[src/hdl/bfiq_pkg.sv]
// Shared constants and types for the Bloom filter insert/query engine.
// No dependencies; imported by every module under hdl/.
package bfiq_pkg;

	localparam int unsigned MAX_HASHES  = 16;
	localparam int unsigned LANE_W      = $clog2(MAX_HASHES);
	localparam int unsigned CNT_W       = $clog2(MAX_HASHES + 1);

	localparam int unsigned HASH_W      = 32;
	localparam int unsigned BYTE_W      = 8;
	localparam int unsigned HASH_SHIFT  = 15;

	localparam int unsigned HC_W        = 5;
	localparam logic [HC_W-1:0] HASH_COUNT_RESET = 5'd10;

	// Filter store: power-of-two size, organized as rows of WORD_W bits.
	localparam int unsigned FILTER_BITS = 65536;
	localparam int unsigned POS_W       = $clog2(FILTER_BITS);
	localparam int unsigned WORD_W      = 32;
	localparam int unsigned BIT_W       = $clog2(WORD_W);
	localparam int unsigned ROWS        = FILTER_BITS / WORD_W;
	localparam int unsigned ROW_W       = $clog2(ROWS);

	typedef logic [LANE_W-1:0] lane_idx_t;
	typedef logic [HASH_W-1:0] hash_t;
	typedef logic [ROW_W-1:0]  row_t;
	typedef logic [WORD_W-1:0] word_t;

	localparam hash_t HASH_MUL = 32'h5bd1e995;

	typedef struct packed {
		logic              valid;
		lane_idx_t         lane;
		hash_t             hash;
		logic [BYTE_W-1:0] data;
	} fold_req_t;

	typedef struct packed {
		logic      valid;
		lane_idx_t lane;
		hash_t     hash;
	} fold_rsp_t;

	typedef struct packed {
		logic  rd_en;
		logic  we;
		row_t  row;
		word_t wdata;
	} store_req_t;

endpackage

[src/hdl/bfiq_fold_unit.sv]
// Shared hash fold unit: xor byte and multiply, register, then xor-shift;
// the response follows the request in the next cycle. Depends on bfiq_pkg.
module bfiq_fold_unit import bfiq_pkg::*; (
	input  logic      clk,
	input  logic      arst_n,
	input  fold_req_t req,
	output fold_rsp_t rsp
);

	hash_t                mix;
	hash_t                prod;
	logic                 valid_s1;
	lane_idx_t            lane_s1;
	hash_t                prod_s1;

	// keep only the low word of the product: multiply mod 2^32
	assign mix  = req.hash ^ {{(HASH_W-BYTE_W){1'b0}}, req.data};
	assign prod = mix * HASH_MUL;

	always_ff @(posedge clk or negedge arst_n) begin
		if (!arst_n) begin
			valid_s1 <= 1'b0;
		end else begin
			valid_s1 <= req.valid;
		end
	end

	always_ff @(posedge clk) begin
		if (req.valid) begin
			lane_s1 <= req.lane;
			prod_s1 <= prod;
		end
	end

	assign rsp.valid = valid_s1;
	assign rsp.lane  = lane_s1;
	assign rsp.hash  = prod_s1 ^ (prod_s1 >> HASH_SHIFT);

endmodule

[config.mk]
export PLATFORM = sky130hd
export DESIGN_NAME = bfiq_fold_unit
export DESIGN_NICKNAME = d
export VERILOG_FILES = /design/src/hdl/bfiq_pkg.sv /design/src/hdl/bfiq_fold_unit.sv
export SDC_FILE = /design/constraint.sdc
export NUM_CORES = 1
export LEC_CHECK = 0
export ABC_AREA = 1
export ABC_CLOCK_PERIOD_IN_PS = 1150
export BUFFER_PORTS_ARGS = -buffer_cell sky130_fd_sc_hd__buf_4
export CAP_MARGIN = 20
export CORE_AREA = 2 2 152 154
export CTS_CLUSTER_SIZE = 40
export DETAILED_ROUTE_END_ITERATION = 6
export DIE_AREA = 0 0 154 156
export PLACE_DENSITY = 0.74
export SYNTH_ARGS = -nofsm -noshare
export SYNTH_HDL_FRONTEND = slang
export SYNTH_SLANG_ARGS = --single-unit
[constraint.sdc]
create_clock -name clk -period 1.15 [get_ports clk]
set_clock_uncertainty 0.05 [all_clocks]
set_input_delay 0 -clock clk [delete_from_list [all_inputs] [get_ports clk]]
set_output_delay 0 -clock clk [all_outputs]
set_load 0.03 [all_outputs]
# Word level (Yosys, flattened, before mapping)
# Index checks and enable logic that the tools add are counted.
# totals
regBits,37
latchBits,0
ram_bits,0
romBits,0
in_bits,47
wordCells,6
memories,0
# op_classes
n_addsub,0
multipliers,1
div_mod_pow,0
order_cmp,0
n_eq_ne,0
shifts,0
n_mux,0
bitwise_logic,2
n_reduce_logical,0
# ops
op,n
32-bit by 31-bit multiplier with 32-bit output (second input constant),1
32-bit by 17-bit bitwise XOR with 32-bit output,1
32-bit by 8-bit bitwise XOR with 32-bit output,1

# Logic depth before layout (Yosys ltp)
# Gate-level depths: netlist of the first run.
# depth
ltp_word,2
depth_mapped,33
depth_no_buf,33

# Worst setup path before layout of the first run
# Ideal clock, no wire load.
# synth_timing
kind,input to register
from,input port req[0] (netlist bit)
to,"register prod_s1[31], data pin"
setup_ps,252
t_arrival_ps,5804
path_slack_ps,-4956
stages,23
path_cell_list,xor2_1 xnor2_1 inv_1 ha_1 or2_2 ha_1 inv_1 fa_1 fa_1 inv_1 fa_1 fa_1 fa_1 inv_1 fa_1 inv_1 ha_1 a21oi_1 o21ai_0 a211oi_1 nand3_1 nand3_1 nand2_1
# synth_via
elab_chain_len,2
# synth_lines
item,line,source
"start, declared",bfiq_fold_unit.sv:6,"input fold_req_t req,"
32-bit by 8-bit bitwise XOR with 32-bit output,bfiq_fold_unit.sv:17,"assign mix = req.hash ^ {{(HASH_W-BYTE_W){1'b0}}, req.data};"
32-bit by 31-bit multiplier with 32-bit output,bfiq_fold_unit.sv:18,assign prod = mix * HASH_MUL;
named net prod[31],bfiq_fold_unit.sv:11,hash_t prod;
"end signal, assigned",bfiq_fold_unit.sv:31,prod_s1 <= prod;
"end, declared",bfiq_fold_unit.sv:14,hash_t prod_s1;
# The timed path passes the listed nets, and every way through them passes these cells.
# A chain may end at the register's enable or synchronous reset.

# Worst setup path in the final report of the first run
# layout_timing
from,input port req[5] (netlist bit)
to,"register prod_s1[30], data pin"
# Same word-level chain as after synthesis.

==> impl_metrics.py, run 1 <==
metrics = {
    "outcome": {
        "outcome": "finished, violations left",
        "violations": "setup timing",
    },
    "global_routing": {
        "antenna_found_initial": 0,
        "grt_use_total_pct": 27.41,
        "grt_pass1_wl_mm": 50.45,
        "grt_pass1_vias": 10010,
        "grt_max_degree": 38,
        "grt_overflow": 0,
    },
    "die": {
        "die_area_mm2": 0.02402,
        "die_w_um": 154,
        "rows": 55,
        "initial_core_util_pct": 49.39,
        "die_h_um": 156,
        "ios": 84,
        "coreArea_mm2": 0.02237,
    },
    "cells_and_area": {
        "final_common_cell": "inv_1",
        "fin_area_mm2": 0.01670,
        "synthToLayoutAreaGrowth_pct": 51.20,
        "final_cell_mix": "inv_1, buf_4, fa_1, ha_1, nand2_1",
        "fin_nets": 2023,
        "antennaDiodeCount": 0,
        "drive_gt1_share_pct": 43.84,
    },
    "synthesis": {
        "synth_compound_area_share_pct": 3.171,
        "synthXorXnorAreaFrac_pct": 5.754,
        "synth_mux_area_share_pct": 0,
        "synth_top_family_by_area": "adder cells",
        "syn_avg_cell_area_um2": 8.887,
        "synth_cells": 1243,
        "synth_edf_count": 36,
        "synth-seq-cells": 37,
        "syn_nets": 1675,
        "syn-cell-area_mm2": 0.01105,
        "synthAdderAreaFrac_pct": 55.50,
        "netlist-cell-type-count": 40,
        "seq_area_frac_synth_pct": 10.01,
        "synthFlopType": "edfxtp_1",
        "yosys.area_share.simple_pct": 9.661,
        "yosys_warnings": 0,
        "async_flop_share_pct": 2.703,
    },
    "setup_path": {
        "crit_buf_inv": 6,
        "worstPathArrival_ns": 5.74,
        "max_stage_delay_ns": 0.55,
        "worstSetupStartpointType": "primary input",
        "crit_type": "primary input to flip-flop",
        "crit_path_cell_trace": "buf_8, xor2_4, xor2_1, inv_1, ha_2, or2_4, fa_1, inv_2, fa_1, inv_2, fa_2, fa_1, fa_2, fa_1, inv_1, fa_1, inv_2, ha_4, nand2_4, nor4_4, nand2_1, o211ai_2, xor2_1",
        "endpoint_kind": "flip-flop",
        "cpMostUsedCell": "fa_1",
        "cpLargestDelayFamily": "adder cells",
        "crit_fanout": 4,
        "crit_path_top_delay_cell": "fa_2",
        "worst-endpoint-required_ns": 1.13,
    },
    "detailed_routing": {
        "drt_iter0_drc": 393,
        "viasPerCell": 5.091,
        "wirelength_mm": 36.45,
        "ant_nets": 0,
        "num_vias": 9556,
        "dr.pass1.iters": 7,
        "wl_per_cell_um": 19.42,
        "drc": 0,
    },
    "placed_design": {
        "dpl-instance-area_mm2": 0.01399,
        "gp_congestion": 0.9823,
        "dp_hpwl_mm": 26.35,
        "io_buffers": 83,
        "dp_slack_ns": -4.942,
    },
    "clocking": {
        "clk_pin_slew_ns": 0.05,
        "numCtsBuffers": 5,
        "clkSinkCount": 37,
        "cts_tree": "yes",
        "h-tree-depth": 2,
        "cts_buffer_depth": 2,
        "clockRootBuffer": "clkbuf_16",
    },
    "timing": {
        "finalCritPeriodShare_pct": 501.3,
        "final_max_slew_viol_count": 0,
        "max_freq_mhz": 173.5,
        "slew_headroom_pct": 80.27,
        "fin_crit_ns": 5.765,
        "rsz0062_at_grt": "yes",
        "hold_violations": 0,
        "layout_setup_ws_ns": -4.615,
        "worst-slew-pin-transition_ns": 0.2929,
        "setup_viol": 30,
    },
    "hold_path": {
        "hp-class": "primary input to flip-flop",
    },
    "job": {
        "drv_cap": 0,
    },
}
-- timing repair --
action | in CTS | in global routing
pin swaps | 113 | 141
hold endpoints to repair | 5 | 0
hold buffers | 6 | 0
gates cloned | 0 | 0
buffers inserted | 74 | 37
gates resized for setup | 224 | 173
setup endpoints to repair | 29 | 35
-- state kept, by name, summed over array words and instances (netlist names) --
| signal | flops |
|---|---|
| valid_s1 | 1 |
| prod_s1 | 32 |
| lane_s1 | 4 |
-- metrics by stage --
step / TNS, ns / std cells / util (%) / hold WS [ns]
after floorplan: -92.27 / 1243 / - / -0.3456
after global placement: -106.71 / 1772 / 62.54 / -0.2748
after detailed placement: -108.00 / 1772 / 62.54 / -0.2715
after CTS: -96.32 / 1850 / 70.27 / 0.04305
after global routing: -101.80 / 1877 / 74.68 / 0.05151
final: -98.95 / 1877 / 74.68 / 0.04936
-- area by class of cell --
type	instances	area, um2
Multi-Input combinational cell	754	10320
Sequential cell	37	1106
Fill cell	1418	5663
Timing Repair Buffer	357	3107
Tap cell	285	356.6
Inverter	436	1677
Clock buffer	6	128.9
Clock inverter	2	10.01
-- final timing paths --
check / depth (start not counted) / start / end
max: 23 / req[5] / prod_s1[30]$_DFFE_PP_
min: 2 / req[44] / valid_s1$_DFF_PN0_
max in group asynchronous: 3 / arst_n / valid_s1$_DFF_PN0_
min in group asynchronous: 3 / arst_n / valid_s1$_DFF_PN0_
-- cell usage after synthesis, types with 3 or more instances --
library cell	count	area, um2
a21o_1	5	37.54
a21oi_1	25	125.1
buf_4	16	120.1
edfxtp_1	36	1081
fa_1	175	3503
ha_1	210	2628
inv_1	427	1603
inv_2	9	33.78
nand2_1	146	548.0
nand2_2	9	56.30
nand2_4	3	33.78
nand3_1	25	125.1
nand4_1	4	25.02
nor2_1	39	146.4
nor3_2	3	30.03
o21ai_0	12	60.06
or2_1	6	37.54
xnor2_1	17	148.9
xor2_1	50	437.9
-- layer usage --
layer	up-vias	wire [um]	global-route usage, %
li1	4338	-	-
met1	4703	13210	31.20
met2	377	19420	51.48
met3	138	1885	3.833
met4	0	1926	11.48
met5	-	0	0
-- kinds of logic (layout without fill, tap and decap cells) --
logic type / after synthesis / count (layout)
buffers and inverters: 452 / 801
adder cells (fa/ha/maj): 385 / 385
AND/OR/NAND/NOR: 242 / 242
XOR/XNOR: 70 / 70
AO/OA/AOI/OAI: 57 / 57
flip-flops: 37 / 37
Power of run 1 is left out: the tool's default activity adds up to more than one toggle a clock period on the data nets, which glitch-free logic cannot reach.
==> run 2, diff against run 1 <==
Settings changed: SKIP_CTS_REPAIR_TIMING set to 1.
==> run 2 against run 1 <==
Effect of this change: the flow still finishes with violations (setup timing); count of clock-buffer cells in the layout unchanged; hold slack got worse by 0.0032 ns; first-iteration DRC count increased by 9.7%; global-route usage decreased by 2.9 points; cell count decreased by 3.2%; die area unchanged; utilization decreased by 3.8 points; via count decreased by 6.8%; cell area decreased by 5.1%; maximum frequency decreased by 0.34%; non-clock buffer count decreased by 60; critical endpoint is now prod_s1[31]$_DFFE_PP_.
==> impl_metrics.py, run 2 (synthesis gave the netlist of run 1 again) <==
metrics = {
    "hold_path": {
        "hp-class": "primary input to flip-flop",
        "hold_depth": 2,
        "hold_end": "valid_s1$_DFF_PN0_",
        "hp-start": "req[44]",
    },
    "timing": {
        "fin_crit_ns": 5.785,
        "hold_violations": 0,
        "rsz0062_at_grt": "yes",
        "max_freq_mhz": 172.9,
        "worst-slew-pin-transition_ns": 0.2995,
        "slew_headroom_pct": 80.03,
        "finalCritPeriodShare_pct": 503.1,
        "final_max_slew_viol_count": 0,
        "layout_setup_ws_ns": -4.635,
        "setup_viol": 29,
    },
    "setup_path": {
        "worstPathArrival_ns": 5.77,
        "endpoint_kind": "flip-flop",
        "crit_fanout": 4,
        "worst-endpoint-required_ns": 1.13,
        "worstSetupStartpointType": "primary input",
        "crit_type": "primary input to flip-flop",
    },
    "detailed_routing": {
        "wirelength_mm": 31.79,
        "ant_nets": 0,
        "drc": 0,
        "num_vias": 8909,
        "drt_iter0_drc": 431,
        "wl_per_cell_um": 17.50,
        "dr.pass1.iters": 7,
        "viasPerCell": 4.903,
    },
    "global_routing": {
        "grt_max_degree": 38,
        "grt_use_total_pct": 24.53,
        "grt_pass1_wl_mm": 45.42,
        "grt_overflow": 0,
        "antenna_found_initial": 0,
        "grt_pass1_vias": 9112,
    },
    "job": {
        "drv_cap": 0,
    },
    "outcome": {
        "violations": "setup timing",
        "outcome": "finished, violations left",
    },
    "placed_design": {
        "dp_hpwl_mm": 26.35,
        "dpl-instance-area_mm2": 0.01399,
        "post-place-cells": 1772,
        "gp_congestion": 0.9823,
        "io_buffers": 83,
    },
    "die": {
        "coreArea_mm2": 0.02237,
        "die_h_um": 156,
        "ios": 84,
        "initial_core_util_pct": 49.39,
        "rows": 55,
        "die_area_mm2": 0.02402,
        "die_w_um": 154,
    },
    "cells_and_area": {
        "final_common_cell": "inv_1",
        "synthToLayoutAreaGrowth_pct": 43.50,
        "drive_gt1_share_pct": 38.71,
        "fin_area_mm2": 0.01585,
        "final_cell_mix": "inv_1, buf_4, fa_1, ha_1, nand2_1",
        "fill_cells": 1527,
        "reg_top3": "prod_s1 x32, lane_s1 x4, valid_s1 x1",
        "largest_reg_flops": 32,
        "final_cells": 1817,
        "regMostFlops": "prod_s1",
        "fin_nets": 1963,
        "antennaDiodeCount": 0,
    },
    "clocking": {
        "h-tree-depth": 2,
        "clockRootBuffer": "clkbuf_16",
        "clkSinkCount": 37,
        "numCtsBuffers": 5,
        "cts_buffer_depth": 2,
        "cts_tree": "yes",
        "clk_pin_slew_ns": 0.06,
    },
}
run 2: changes by cell type in the layout (fill, tap and decap cells not counted), moves of 3 or more:
| cell | change |
|---|---|
| buf_4 | -32 |
| buf_6 | -24 |
| inv_1 | +23 |
| inv_2 | -18 |
| ha_4 | -8 |
| nand2_4 | -8 |
| ha_1 | +7 |
| nand2_1 | +7 |
| inv_4 | -4 |
| nor2_2 | -4 |
| fa_1 | +3 |
| fa_2 | -3 |
| nand2_2 | +3 |
run 2: routing by layer:
layer | GRT usage (%) | part of all wire [%]
met5 | 0 | 0
met4 | 8.589 | 4.2
met3 | 1.556 | 2.7
met2 | 45.21 | 53
met1 | 30.53 | 40
run 2: area by class of cell:
class                   instances  area, um2  area share (%)
multi-input cells             754      10060           63.49
repair buffers                297       2526           15.94
inverters                     436       1660           10.47
flip-flops and latches         37       1106           6.977
well taps                     285      356.6           2.249
clock buffers                   6      128.9          0.8129
clock inverters                 2      10.01         0.06314
run 2: through the flow:
stage / TNS, ns / util, % / worst slack (ns) / hold WS (ns)
after floorplan: -92.27 / - / -4.490 / -0.3456
after CTS: -99.78 / 63.16 / -4.666 / -0.5612
after detailed placement: -108.00 / 62.54 / -4.942 / -0.2715
final: -97.73 / 70.88 / -4.635 / 0.04613
after global placement: -106.71 / 62.54 / -4.808 / -0.2748
after global routing: -101.22 / 70.88 / -4.822 / 0.05247
run 2: critical path: stages:
cell and delay (ns):
buf_8 0.11, xor2_4 0.21, xor2_1 0.19, inv_1 0.08
ha_2 0.17, or2_4 0.24, fa_1 0.56, inv_2 0.04
fa_2 0.52, inv_2 0.04, fa_2 0.38, inv_2 0.06
fa_2 0.46, fa_1 0.54, inv_2 0.04, fa_1 0.51
inv_2 0.05, fa_1 0.54, inv_2 0.06, ha_4 0.29
nand2_4 0.05, nor2_4 0.13, nand2_1 0.06, or2_1 0.22
nand3_2 0.07, inv_1 0.04, nand2_1 0.05, nand2_1 0.05
run 2: worst max-delay path by stage:
stage	endpoint	startpoint	slack, ns
2_1_floorplan	prod_s1[31]$_DFFE_PP_	req[12]	-4.49
3_3_place_gp	prod_s1[31]$_DFFE_PP_	req[5]	-4.81
3_5_place_dp	prod_s1[31]$_DFFE_PP_	req[5]	-4.94
4_1_cts	prod_s1[31]$_DFFE_PP_	req[5]	-4.67
5_1_grt	prod_s1[31]$_DFFE_PP_	req[13]	-4.82
6_report	prod_s1[31]$_DFFE_PP_	req[13]	-4.64
Power of run 2 is left out for the same reason.
